File: src/rtl/vrlp_pkg.sv
// Shared types and constants for the video request line parser.
`default_nettype none

package vrlp_pkg;

  typedef logic [2:0] kind_t;

  localparam kind_t KIND_BAD   = 3'd0;
  localparam kind_t KIND_EMPTY = 3'd1;
  localparam kind_t KIND_GET   = 3'd2;
  localparam kind_t KIND_START = 3'd3;
  localparam kind_t KIND_PAUSE = 3'd4;
  localparam kind_t KIND_END   = 3'd5;
  localparam kind_t KIND_ALIVE = 3'd6;

  localparam int KW_COUNT  = 8;
  localparam int KW_GET    = 0;
  localparam int KW_START  = 1;
  localparam int KW_PAUSE  = 2;
  localparam int KW_END    = 3;
  localparam int KW_ALIVE  = 4;
  localparam int KW_LISTEN = 5;
  localparam int KW_FRAG   = 6;
  localparam int KW_MINUS1 = 7;

  typedef logic [KW_COUNT-1:0] kw_flags_t;

  // Keyword text, first character at index 0, padded with NUL bytes.
  localparam logic [0:15][7:0] KW_TEXT [KW_COUNT] = '{
    {"GET",           {13{8'h00}}},
    {"START",         {11{8'h00}}},
    {"PAUSE",         {11{8'h00}}},
    {"END",           {13{8'h00}}},
    {"ALIVE",         {11{8'h00}}},
    {"LISTEN_PORT",   {5{8'h00}}},
    {"FRAGMENT_SIZE", {3{8'h00}}},
    {"-1",            {14{8'h00}}}
  };

  localparam logic [3:0] KW_LEN [KW_COUNT] = '{
    4'd3, 4'd5, 4'd5, 4'd3, 4'd5, 4'd11, 4'd13, 4'd2
  };

  localparam logic [7:0] CH_NUL   = 8'h00;
  localparam logic [7:0] CH_LF    = 8'h0A;
  localparam logic [7:0] CH_CR    = 8'h0D;
  localparam logic [7:0] CH_SPACE = 8'h20;
  localparam logic [7:0] CH_ZERO  = 8'h30;
  localparam logic [7:0] CH_NINE  = 8'h39;

  localparam logic [30:0] NUM_MAX = 31'h7FFF_FFFF;

  localparam logic signed [31:0] IMAGE_ABSENT = -32'sd2;
  localparam logic signed [31:0] VALUE_ABSENT = -32'sd1;

  typedef struct packed {
    kind_t              kind;
    logic signed [31:0] image_id;
    logic signed [31:0] port_num;
    logic signed [31:0] frag_bytes;
  } result_t;

endpackage

`default_nettype wire

File: src/rtl/vrlp_if.sv
// Valid/ready channel interfaces for the character input and the request result.
`default_nettype none

interface vrlp_in_if;
  logic       valid;
  logic       ready;
  logic [7:0] char_byte;

  modport source (output valid, output char_byte, input ready);
  modport sink (input valid, input char_byte, output ready);
endinterface

interface vrlp_out_if;
  logic              valid;
  logic              ready;
  logic [2:0]        request_kind;
  logic signed [31:0] image_id;
  logic signed [31:0] port_num;
  logic signed [31:0] frag_bytes;

  modport source (output valid, output request_kind, output image_id,
                  output port_num, output frag_bytes, input ready);
  modport sink (input valid, input request_kind, input image_id,
                input port_num, input frag_bytes, output ready);
endinterface

`default_nettype wire

File: src/rtl/vrlp_scan.sv
// Per-byte word scanner: keyword match, number accumulation and word judging.
`default_nettype none

module vrlp_scan #(
  parameter int MAX_WORD = 256
) (
  input  logic              clk,
  input  logic              rst_n,
  input  logic              byte_valid,
  input  logic [7:0]        char_byte,
  output logic              res_valid,
  output vrlp_pkg::result_t res
);
  import vrlp_pkg::*;

  localparam int LEN_W = $clog2(MAX_WORD + 2);
  localparam logic [LEN_W-1:0] LEN_MAX = LEN_W'(MAX_WORD);

  localparam logic [2:0] POS_KIND   = 3'd0;
  localparam logic [2:0] POS_IMAGE  = 3'd1;
  localparam logic [2:0] POS_LISTEN = 3'd2;
  localparam logic [2:0] POS_PORT   = 3'd3;
  localparam logic [2:0] POS_FRAG   = 3'd4;
  localparam logic [2:0] POS_SIZE   = 3'd5;
  localparam logic [2:0] POS_LAST   = 3'd7;

  logic               in_word_r;
  logic [1:0]         nl_cnt_r;
  logic [2:0]         word_idx_r;
  logic [LEN_W-1:0]   word_len_r;
  kw_flags_t          kw_flags_r;
  logic               digits_r;
  logic [30:0]        num_r;
  kind_t              kind_r;
  logic signed [31:0] image_r;
  logic signed [31:0] port_r;
  logic signed [31:0] frag_r;

  logic               is_nul;
  logic               is_space;
  logic               is_digit;
  logic               word_start;
  logic               is_lf;
  logic [1:0]         nl_cnt_nxt;
  logic               emit;

  logic [LEN_W-1:0]   base_len;
  kw_flags_t          base_flags;
  logic [30:0]        base_num;
  logic [34:0]        num_wide;

  logic [LEN_W-1:0]   word_len_nxt;
  kw_flags_t          kw_flags_nxt;
  logic               digits_nxt;
  logic [30:0]        num_nxt;

  logic               overlong;
  kw_flags_t          kw_hit;
  logic               num_ok;
  logic signed [31:0] num_val;
  kind_t              kind_nxt;
  logic signed [31:0] image_nxt;
  logic signed [31:0] port_nxt;
  logic signed [31:0] frag_nxt;
  kind_t              kind_final;

  assign is_nul     = (char_byte == CH_NUL);
  assign is_space   = (char_byte == CH_SPACE) || (char_byte == CH_LF) ||
                      (char_byte == CH_CR);
  assign is_lf      = (char_byte == CH_LF);
  assign is_digit   = (char_byte >= CH_ZERO) && (char_byte <= CH_NINE);
  assign word_start = !in_word_r && !is_space;
  assign nl_cnt_nxt = nl_cnt_r + 2'd1;
  assign emit       = !in_word_r && is_lf && (nl_cnt_nxt == 2'd2);

  // A fresh word starts the character append from the cleared word state.
  assign base_len   = word_start ? '0 : word_len_r;
  assign base_flags = word_start ? '1 : kw_flags_r;
  assign base_num   = word_start ? '0 : num_r;

  always_comb begin
    for (int k = 0; k < KW_COUNT; k++) begin
      kw_flags_nxt[k] = base_flags[k] && (base_len < LEN_W'(KW_LEN[k])) &&
                        (KW_TEXT[k][base_len[3:0]] == char_byte);
    end
  end

  assign num_wide   = ({4'b0, base_num} << 3) + ({4'b0, base_num} << 1) +
                      {31'b0, char_byte[3:0]};
  assign num_nxt    = !is_digit ? base_num :
                      (num_wide > {4'b0, NUM_MAX}) ? NUM_MAX : num_wide[30:0];
  assign digits_nxt = (word_start || digits_r) && is_digit;
  assign word_len_nxt = (base_len <= LEN_MAX) ? base_len + 1'b1 : base_len;

  // Judge the finished word by its position.
  assign overlong = (word_len_r > LEN_MAX);

  always_comb begin
    for (int k = 0; k < KW_COUNT; k++) begin
      kw_hit[k] = kw_flags_r[k] && (word_len_r == LEN_W'(KW_LEN[k]));
    end
  end

  assign num_ok  = kw_hit[KW_MINUS1] || (digits_r && !overlong);
  assign num_val = kw_hit[KW_MINUS1] ? VALUE_ABSENT : signed'({1'b0, num_r});

  always_comb begin
    kind_nxt  = kind_r;
    image_nxt = image_r;
    port_nxt  = port_r;
    frag_nxt  = frag_r;
    unique case (word_idx_r)
      POS_KIND: begin
        if (kw_hit[KW_GET])        kind_nxt = KIND_GET;
        else if (kw_hit[KW_START]) kind_nxt = KIND_START;
        else if (kw_hit[KW_PAUSE]) kind_nxt = KIND_PAUSE;
        else if (kw_hit[KW_END])   kind_nxt = KIND_END;
        else if (kw_hit[KW_ALIVE]) kind_nxt = KIND_ALIVE;
        else                       kind_nxt = KIND_BAD;
      end
      POS_IMAGE: begin
        if (kind_r != KIND_GET && kind_r != KIND_ALIVE) kind_nxt = KIND_BAD;
        else if (num_ok) image_nxt = num_val;
        else kind_nxt = KIND_BAD;
      end
      POS_LISTEN: begin
        if (!kw_hit[KW_LISTEN]) kind_nxt = KIND_BAD;
      end
      POS_PORT: begin
        if (num_ok) port_nxt = num_val;
        else kind_nxt = KIND_BAD;
      end
      POS_FRAG: begin
        if (kind_r == KIND_ALIVE || !kw_hit[KW_FRAG]) kind_nxt = KIND_BAD;
      end
      POS_SIZE: begin
        if (num_ok) frag_nxt = num_val;
        else kind_nxt = KIND_BAD;
      end
      default: begin
        kind_nxt = KIND_BAD;
      end
    endcase
  end

  always_ff @(posedge clk) begin
    if (!rst_n) begin
      in_word_r  <= 1'b0;
      nl_cnt_r   <= '0;
      word_idx_r <= '0;
      word_len_r <= '0;
      kw_flags_r <= '1;
      digits_r   <= 1'b1;
      num_r      <= '0;
      kind_r     <= KIND_EMPTY;
      image_r    <= IMAGE_ABSENT;
      port_r     <= VALUE_ABSENT;
      frag_r     <= VALUE_ABSENT;
    end else if (byte_valid && !is_nul) begin
      if (in_word_r && is_space) begin
        in_word_r <= 1'b0;
        kind_r    <= kind_nxt;
        image_r   <= image_nxt;
        port_r    <= port_nxt;
        frag_r    <= frag_nxt;
        if (word_idx_r != POS_LAST) word_idx_r <= word_idx_r + 3'd1;
      end else if (!is_space) begin
        in_word_r  <= 1'b1;
        if (word_start) nl_cnt_r <= '0;
        word_len_r <= word_len_nxt;
        kw_flags_r <= kw_flags_nxt;
        digits_r   <= digits_nxt;
        num_r      <= num_nxt;
      end else if (emit) begin
        // Request done: start the next one from scratch.
        nl_cnt_r   <= '0;
        word_idx_r <= '0;
        word_len_r <= '0;
        kw_flags_r <= '1;
        digits_r   <= 1'b1;
        num_r      <= '0;
        kind_r     <= KIND_EMPTY;
        image_r    <= IMAGE_ABSENT;
        port_r     <= VALUE_ABSENT;
        frag_r     <= VALUE_ABSENT;
      end else if (is_lf) begin
        nl_cnt_r <= nl_cnt_nxt;
      end
    end
  end

  assign kind_final = ((kind_r == KIND_GET || kind_r == KIND_ALIVE) &&
                       (image_r == IMAGE_ABSENT)) ? KIND_BAD : kind_r;

  assign res_valid = byte_valid && !is_nul && emit;

  always_comb begin
    res.kind = kind_final;
    if (kind_final == KIND_BAD) begin
      res.image_id   = IMAGE_ABSENT;
      res.port_num   = VALUE_ABSENT;
      res.frag_bytes = VALUE_ABSENT;
    end else begin
      res.image_id   = image_r;
      res.port_num   = port_r;
      res.frag_bytes = frag_r;
    end
  end

endmodule

`default_nettype wire

File: src/rtl/video_request_line_parser_core.sv
// A result beat is registered in the output stage from the LF beat that ends the request.
// Throughput: one character beat per cycle; the input stalls only while a second
// result waits behind a stalled output register.
// Reset: synchronous, active low; clears parser state and the output and skid valid flags.
// No memory clearing pass; the block accepts beats as soon as reset is released.
`default_nettype none

module video_request_line_parser_core #(
  parameter int MAX_WORD = 256
) (
  input  logic              clk,
  input  logic              rst_n,
  vrlp_in_if.sink           in_bus,
  vrlp_out_if.source        out_bus
);
  import vrlp_pkg::*;

  logic    in_fire;
  logic    res_valid;
  result_t res;

  logic    out_v_r;
  result_t out_r;
  logic    skid_v_r;
  result_t skid_r;
  logic    load_out;

  assign in_bus.ready = !skid_v_r;
  assign in_fire      = in_bus.valid && in_bus.ready;
  assign load_out     = !out_v_r || out_bus.ready;

  vrlp_scan #(
    .MAX_WORD (MAX_WORD)
  ) u_scan (
    .clk        (clk),
    .rst_n      (rst_n),
    .byte_valid (in_fire),
    .char_byte  (in_bus.char_byte),
    .res_valid  (res_valid),
    .res        (res)
  );

  always_ff @(posedge clk) begin
    if (!rst_n) begin
      out_v_r  <= 1'b0;
      skid_v_r <= 1'b0;
    end else if (load_out) begin
      // Drain the skid stage first; new results cannot arrive while it is full.
      out_v_r  <= skid_v_r || res_valid;
      skid_v_r <= 1'b0;
    end else if (res_valid) begin
      skid_v_r <= 1'b1;
    end
  end

  always_ff @(posedge clk) begin
    if (load_out) begin
      out_r <= skid_v_r ? skid_r : res;
    end
    if (!load_out && res_valid) begin
      skid_r <= res;
    end
  end

  assign out_bus.valid        = out_v_r;
  assign out_bus.request_kind = out_r.kind;
  assign out_bus.image_id     = out_r.image_id;
  assign out_bus.port_num     = out_r.port_num;
  assign out_bus.frag_bytes   = out_r.frag_bytes;

endmodule

`default_nettype wire

File: src/flat_wrapper.sv
// flat-port wrapper written by rule: the top's interface ports become plain ports
module video_request_line_parser_core_flat import vrlp_pkg::*;
#(
  parameter int MAX_WORD = 256
)
  (clk, rst_n, in_bus_valid, in_bus_char_byte, in_bus_ready, out_bus_valid, out_bus_request_kind, out_bus_image_id, out_bus_port_num, out_bus_frag_bytes, out_bus_ready);
  vrlp_in_if in_bus_i ();
  vrlp_out_if out_bus_i ();
  input  logic clk;
  input  logic rst_n;
  input wire logic [$bits(in_bus_i.valid)-1:0] in_bus_valid;
  input wire logic [$bits(in_bus_i.char_byte)-1:0] in_bus_char_byte;
  output wire logic [$bits(in_bus_i.ready)-1:0] in_bus_ready;
  output wire logic [$bits(out_bus_i.valid)-1:0] out_bus_valid;
  output wire logic [$bits(out_bus_i.request_kind)-1:0] out_bus_request_kind;
  output wire logic [$bits(out_bus_i.image_id)-1:0] out_bus_image_id;
  output wire logic [$bits(out_bus_i.port_num)-1:0] out_bus_port_num;
  output wire logic [$bits(out_bus_i.frag_bytes)-1:0] out_bus_frag_bytes;
  input wire logic [$bits(out_bus_i.ready)-1:0] out_bus_ready;
  assign in_bus_i.valid = in_bus_valid;
  assign in_bus_i.char_byte = in_bus_char_byte;
  assign in_bus_ready = in_bus_i.ready;
  assign out_bus_valid = out_bus_i.valid;
  assign out_bus_request_kind = out_bus_i.request_kind;
  assign out_bus_image_id = out_bus_i.image_id;
  assign out_bus_port_num = out_bus_i.port_num;
  assign out_bus_frag_bytes = out_bus_i.frag_bytes;
  assign out_bus_i.ready = out_bus_ready;
  video_request_line_parser_core #(.MAX_WORD(MAX_WORD)) u_core (.clk(clk), .rst_n(rst_n), .in_bus(in_bus_i), .out_bus(out_bus_i));
endmodule
File: config.mk
export PLATFORM = sky130hd
export DESIGN_NAME = video_request_line_parser_core_flat
export DESIGN_NICKNAME = d
export VERILOG_FILES = /design/src/rtl/vrlp_pkg.sv /design/src/rtl/vrlp_if.sv /design/src/rtl/vrlp_scan.sv /design/src/rtl/video_request_line_parser_core.sv /design/src/flat_wrapper.sv
export SDC_FILE = /design/constraint.sdc
export NUM_CORES = 1
export LEC_CHECK = 0
export BUFFER_PORTS_ARGS = -buffer_cell sky130_fd_sc_hd__buf_2
export CAP_MARGIN = 20
export CORE_AREA = 2 2 174 176
export DETAILED_ROUTE_END_ITERATION = 7
export DIE_AREA = 0 0 176 178
export PLACE_DENSITY = 0.84
export SYNTH_ARGS = -nofsm -noshare
export SYNTH_HDL_FRONTEND = slang
export SYNTH_SLANG_ARGS = --single-unit
File: constraint.sdc
create_clock -name clk -period 13.8 [get_ports clk]
set_input_delay 2.76 -clock clk [delete_from_list [all_inputs] [get_ports clk]]
set_output_delay 2.76 -clock clk [all_outputs]
set_load 0.05 [all_outputs]
==> qor.txt, run 1 <==
Inserted Diodes = 0
Initial Utilization = 0.601
Skew final = 19.2 ps
Clock sinks = 354
Leak pwr = 7.33 nW
Minimum clock period = 7960 ps
Antenna violations before repair = 0
CP max FO = 29
Number of max-cap violations = 0
Max_slew headroom = 0.265
Distinct cells, synth = 77
Boundary pin count = 113
Crit Path Category = in -> reg
Post-CTS Hold Buffers = 0
Die area = 31,300 um^2
CTS tree = built
CP Buf/Inv Count = 2
Maximum vdd ir drop = 0.0000789 V
GRT Resource Usage Total = 0.283
DRT iter0 DRCs = 1,292
Post-Route WL = 44.7 mm
Sequential-to-total area share from yosys stat = 0.513
Core area = 29,400 um^2
Layout Area Growth over Synthesis = 10.2%
Num rows = 63
Fill cells = 2,104
RSZ-0062 raised after global routing = no
CP max stage delay = 950 ps
Pwr/cell area = 107 nW/um^2
Grt ovf = 0
Hold_sp = u_core.u_scan.nl_cnt_r[1]
Fin. Hold Viols = 0
Mapped cell area = 17,700 um^2
Maximum achievable frequency = 0.126 GHz
Worst Setup End Kind = register
Longest Clk Path Bufs = 3
Synth area leader = edfxtp_1
Most common cell on crit path = ha_1
Tcrit/Tclk final = 0.577
Number of flops mapped to enable cells by yosys = 198
Ys Warns = 0
# Post-CTS Setup Buffers = 0
Total chip power = 2.09 mW
H-Tree Depth = 2
PortBufs = 112
Worst EP required = 14,200 ps
Root Driver = clkbuf_16
Post-Syn Area per Cell = 10.4 um^2
Top cell family by delay on the critical path = simple AND/OR/NAND/NOR gates
Num CTS Buffers = 35
Setup TNS = 0 ps
Tightest Pin Transition = 1100 ps
Prevailing post-synth register cell = edfxtp_1
Top post-synthesis cells by area = edfxtp_1 34%, dfxtp_1 18%, mux2_2 6.4%
Status = finished clean
Clk Latency, worst-skew pair = 520 ps
Detailed-route via count = 13,300
Ys async rst share = 0
Final net count = 1,841
Clock slew at reported path FFs = 60 ps
Share of the synthesized area in the top cell type = 0.336
CTS resizes = 0
Setup-failing EPs final = 0
Pre-Repair DR Iteration Count = 5
Fin. max-slew vios = 0
GPL Wtd Cong = 0.919
Top cells by count, synth = 198 x edfxtp_1, 196 x nand2_1, 156 x dfxtp_1
Vias in the first global route = 12,800
Routed Antenna Nets = 0
Worst-path cell chain = buf_2 -> nor3b_1 -> o2111a_2 -> nand2b_1 -> buf_4 -> and2_1 -> ha_1 -> ha_1 -> a21oi_1 -> o21a_1 -> nor2b_1 -> o211ai_1 -> o22ai_1 -> xnor2_2 -> or4b_1 -> o221a_2 -> a21o_1
Die H = 178 um
Count leader, synth = edfxtp_1
Crit path DAT = 8360 ps
Via density = 6.15
Worst flop-to-flop path startpoint = u_core.u_scan.in_word_r
Synthesized instance count = 1,697
WL/cell = 20.7 um
Die X = 176 um
Global-route wire length before repair = 70.3 mm
Crit path launch = in_bus_char_byte[1]
Share of cells above drive strength 1 = 0.224
Largest net degree at the start of global routing = 100
Seq cells post-synth = 354
# DRC = 0
Startpoint Class = input pin
Post-DP HPWL = 30.0 mm
Syn nets = 1,791
Slowest CP cell = or4b_1
Hold Path Class = reg -> reg
## kinds of logic after synthesis
kind of cell / count (synthesis) / share of synthesized area
and+or+nand+nor: 614 / 0.169
AOI/OAI and AO/OA: 358 / 0.138
DFF: 354 / 0.513
buffers and inverters: 138 / 0.0319
muxes: 103 / 0.0654
adders and majority gates: 82 / 0.0585
xor gates and xnor gates: 48 / 0.0242
## layout by cell type, fill, tap and decap left out, drive strengths merged, types with 4 or more instances in the layout
cell type and instances:
nor2b 11, a21boi 5, nor3 22, edfxtp 198, nor4 10, o21ai 59
o31ai 30, xor2 16, xnor2 32, o21a 10, mux2 100, clkinv 14
clkbuf 49, inv 21, nand2 198, and3 9, a21o 13, o221a 4
a22oi 7, or2 96, o2111ai 4, nand2b 14, or4 4, a221o 4
a21oi 73, a211oi 5, nand4 20, and2 37, buf 127, ha 81
dfxtp 156, a31oi 8, nor3b 4, o21bai 5, nand3 29, nand4b 4
nor2 144, o211ai 101
## registers in the layout, indices dropped and copies added, names as in the netlist, 31 cells and up
name / count
u_core.skid_r: 99
u_core.u_scan.num_r: 31
u_core.out_bus.port_num: 32
u_core.u_scan.port_r: 32
u_core.u_scan.image_r: 32
u_core.out_bus.image_id: 32
u_core.u_scan.frag_r: 32
u_core.out_bus.frag_bytes: 32
## power by group
group / switching [mW] / internal, mW / total (mW)
combinational: 0.0477 / 0.0200 / 0.0677
clock: 0.397 / 0.516 / 0.913
sequential: 0.00599 / 1.11 / 1.11
## metrics by stage
step                      instances  setup WS (ps)  instance area (um^2)   util  hold slack (ps)
after global routing           2163           5380                 19500  0.663              486
after CTS                      2163           5910                 19500  0.663              467
final                          2163           5840                 19500  0.663              465
after global placement         2100           5550                 18400  0.625              439
after detailed placement       2100           5390                 18400  0.625              462
after floorplan                1697           1850                 17700      -              432
## area by class of cell
class                           count  area, um^2  area share
Sequential cell                   354        9070       0.465
Clock inverter                     14         125     0.00642
Clock buffer                       49         971      0.0498
Inverter                           24        92.6     0.00475
Tap cell                          390         488      0.0250
Timing Repair Buffer              127         673      0.0345
Multi-Input combinational cell   1205        8070       0.414
## tightest hold or removal path: cells and delay by family (launching register included)
family           cells  cell delay (ps)
flip-flops           1              310
AND/OR/NAND/NOR      1               50
AO/OA/AOI/OAI        1               50
## metal layers
layer | share of wire | up-vias | global-route usage
li1 | - | 6260 | -
met1 | 0.43 | 6435 | 0.376
met2 | 0.48 | 542 | 0.485
met3 | 0.056 | 74 | 0.0298
met4 | 0.034 | 0 | 0.101
met5 | 0 | - | 0
## final timing paths
| check | endpoint | slack, ps | cells past startpoint |
|---|---|---|---|
| worst min-delay path | u_core.u_scan.nl_cnt_r[1] | 470 | 2 |
| worst max-delay path | u_core.u_scan.num_r[12] | 5840 | 17 |
| worst max register to register | u_core.u_scan.num_r[12] | 8130 | 15 |
| worst min register to register | u_core.u_scan.nl_cnt_r[1] | 470 | 2 |
(Power assumes the default switching activity.)
==> run 2, diff against run 1 <==
--- a/config.mk
+++ b/config.mk
@@ -5,12 +5,13 @@
 export SDC_FILE = /design/constraint.sdc
 export NUM_CORES = 1
 export LEC_CHECK = 0
+export ABC_AREA = 1
 export BUFFER_PORTS_ARGS = -buffer_cell sky130_fd_sc_hd__buf_2
 export CAP_MARGIN = 20
-export CORE_AREA = 2 2 174 176
+export CORE_AREA = 2 2 186 188
 export DETAILED_ROUTE_END_ITERATION = 7
-export DIE_AREA = 0 0 176 178
-export PLACE_DENSITY = 0.84
+export DIE_AREA = 0 0 188 190
+export PLACE_DENSITY = 0.81
 export SYNTH_ARGS = -nofsm -noshare
 export SYNTH_HDL_FRONTEND = slang
 export SYNTH_SLANG_ARGS = --single-unit
==> constraint.sdc (replaced) <==
create_clock -name clk -period 6.6 [get_ports clk]
set_input_delay 1.32 -clock clk [delete_from_list [all_inputs] [get_ports clk]]
set_output_delay 1.32 -clock clk [all_outputs]
set_load 0.05 [all_outputs]
==> run 2 against run 1 <==
Net effect:
- setup slack worse by 4300 ps
- die area is 14% higher
- largest power group unchanged
- critical endpoint is now u_core.u_scan.num_r[11]
- area after synthesis is 5.2% higher
- core utilization is 6.3 points lower
- register-to-register slack worse by 5800 ps
- worst hold slack worse by 3.5 ps
- clock skew is 2.4 ps lower
- global-route usage is 2.1 points lower
- count of clock-buffer cells in the layout is 7 lower
- critical path type unchanged
- wire length is 5.8% higher
- total power is 100% higher
==> qor.txt, run 2 <==
Worst r2r path cells = 23
H-Tree Depth = 1
Largest net degree at the start of global routing = 120
RSZ-0062 raised after global routing = no
Worst flop-to-flop path startpoint = u_core.u_scan.in_word_r
CP Buf/Inv Count = 5
Post-CTS Hold Buffers = 0
DRT iter0 DRCs = 1,774
Placed inst area = 19,400 um^2
GPL Wtd Cong = 0.956
Seq cells post-synth = 354
Setup crit end = u_core.u_scan.num_r[11]
Skew final = 16.8 ps
Vias in the first global route = 14,400
Post-DP HPWL = 33.9 mm
Initial Utilization = 0.548
Top cell family by delay on the critical path = simple AND/OR/NAND/NOR gates
Num CTS Buffers = 31
# Post-CTS Setup Buffers = 0
Final Cell Area = 20,400 um^2
Most frequent cells in the layout = 479 x nand2_1, 344 x nor2_1, 244 x inv_1
Pwr/cell area = 207 nW/um^2
Final core utilization = 0.600
Num rows = 68
Placement Setup Slack = 1100 ps
Top post-synthesis cells by area = edfxtp_1 32%, dfxtp_1 17%, nand2_1 9.7%
Reg power frac = 0.550
Synth area leader = edfxtp_1
Number of max-cap violations = 0
Number of flip-flops in the largest register = 99
CTS tree = built
Tightest Pin Transition = 1060 ps
Minimum clock period = 5040 ps
Worst Setup End Kind = register
Ys Warns = 0
CP max stage delay = 370 ps
Share of the synthesized area in the top cell type = 0.320
Detailed-route via count = 15,700
CP max FO = 36
Die H = 190 um
Via density = 5.55
Clk Latency, worst-skew pair = 560 ps
Sequential-to-total area share from yosys stat = 0.487
Synthesized instance count = 2,317
Boundary pin count = 113
Clock Power Share = 0.411
Tcrit/Tclk final = 0.763
Most flops, register = u_core.skid_r
Gate power share = 0.039
WL/cell = 16.7 um
# DRC = 0
Fin. Hold Viols = 0
Clock slew at reported path FFs = 60 ps
RR Endpoint = u_core.u_scan.num_r[11]
Sw Ratio = 0.212
Die area = 35,700 um^2
Worst-path cell chain = buf_2 -> inv_1 -> nor3_2 -> nand2_1 -> nand3_4 -> inv_2 -> nor2_1 -> ha_1 -> ha_1 -> inv_1 -> nand2_1 -> and2_1 -> nand2_1 -> nand2_1 -> nand3_1 -> nand2_1 -> nand2_1 -> nand3_1 -> nand2_1 -> nor2_2 -> buf_4 -> nand3_1 -> nand2_1 -> a21oi_1
Sw Pwr = 894 uW
Count leader, synth = nand2_1
Setup TNS = 0 ps
Top cells by count, synth = 481 x nand2_1, 346 x nor2_1, 244 x inv_1
PortBufs = 112
Setup-failing EPs final = 0
Total chip power = 4.22 mW
Crit path launch = in_bus_char_byte[0]
Final net count = 2,453
Status = finished clean
Setup WS post-layout = 1560 ps
Share of cells above drive strength 1 = 0.0948
Hold Path Class = reg -> reg
Syn nets = 2,411
Maximum vdd ir drop = 0.000239 V
Fin. max-slew vios = 0
Worst EP required = 7020 ps
Grt ovf = 0
Most common cell on crit path = nand2_1
Maximum achievable frequency = 0.198 GHz
Mapped cell area = 18,600 um^2
Number of flops mapped to enable cells by yosys = 198
Dpl cells = 2,780
Slowest CP cell = nor2_1
Die X = 188 um
Crit Path Category = in -> reg
Core area = 33,900 um^2
Routed Antenna Nets = 0
Clock sinks = 354
Crit path DAT = 5460 ps
Prevailing post-synth register cell = edfxtp_1
Post-Route WL = 47.3 mm
Startpoint Class = input pin
Max_slew headroom = 0.296
Longest Clk Path Bufs = 3
Root Driver = clkbuf_16
Post-Syn Area per Cell = 8.03 um^2
Antenna violations before repair = 0
Ys async rst share = 0
Leak pwr = 8.69 nW
Global-route wire length before repair = 75.5 mm
GRT Resource Usage Total = 0.262
Final hold slack = 462 ps
Pre-Repair DR Iteration Count = 5
Crit. path cell count = 24
Final cell count without fillers = 2,838
Internal power = 3.33 mW
Layout Area Growth over Synthesis = 9.43%
Commonest non-fill, non-tap cell in the layout = nand2_1
Distinct cells, synth = 51
CTS resizes = 0
R2R Setup Slk = 2380 ps
Inserted Diodes = 0
run 2: layer usage:
metal | GRT usage | vias to the layer above | wire (um)
li1 | - | 7822 | -
met1 | 0.368 | 7253 | 20900
met5 | 0 | - | 0
met3 | 0.0186 | 82 | 3100
met2 | 0.428 | 581 | 21700
met4 | 0.0942 | 0 | 1610
run 2: area by class of cell:
cell class | instances | area, um^2
clock buffers | 42 | 841
flip-flops and latches | 354 | 9070
repair buffers | 129 | 721
inverters | 252 | 950
fillers | 2914 | 13600
well taps | 455 | 569
multi-input cells | 1591 | 8080
clock inverters | 15 | 133
run 2: worst register-to-register path, stage by stage (launching register included):
cell,delay [ps]
dfxtp_1,360
inv_1,240
nand3_4,150
inv_2,510
nor2_1,200
ha_1,330
ha_1,160
inv_1,60
fa_1,390
inv_1,90
nand3_1,60
nand2_1,140
nand2_1,80
nand2_1,110
nand3_1,80
nand2_1,180
nand2_1,100
nand3_1,90
nand2_1,50
nor2_1,100
buf_4,310
nand3_1,150
nand2_1,90
a21oi_1,60
run 2: cells by family (layout without fill, tap and decap cells):
| kind of cell | Yosys count | in the layout | share of synthesized area |
|---|---|---|---|
| compound gates | 468 | 468 | 0.140 |
| buf+inv | 372 | 438 | 0.0801 |
| flops | 354 | 354 | 0.487 |
| xor+xnor | 24 | 24 | 0.0113 |
| fa+ha+maj | 82 | 82 | 0.0555 |
| simple gates | 1017 | 1017 | 0.226 |
run 2: power by group through the flow:
stage	Clock (mW)	Sequential, mW	Combinational, mW
2_1_floorplan	0	2.37	0.118
3_3_place_gp	0	2.37	0.159
6_report	1.74	2.32	0.165
5_1_grt	1.84	2.32	0.182
3_5_place_dp	0	2.37	0.161
4_1_cts	1.75	2.32	0.162
run 2: worst min path at each step:
| stage | end | startpoint | slack (ps) | cells after the start |
|---|---|---|---|---|
| final | u_core.skid_r[96] | u_core.u_scan.kind_r[0] | 460 | 0 |
| after global routing | u_core.skid_r[96] | u_core.u_scan.kind_r[0] | 470 | 0 |
| after CTS | u_core.skid_r[96] | u_core.u_scan.kind_r[0] | 460 | 0 |
| after detailed placement | u_core.skid_r[96] | u_core.u_scan.kind_r[0] | 450 | 0 |
| after global placement | u_core.skid_r[96] | u_core.u_scan.kind_r[0] | 440 | 0 |
| after floorplan | u_core.u_scan.frag_r[11] | u_core.u_scan.frag_r[11] | 440 | 2 |
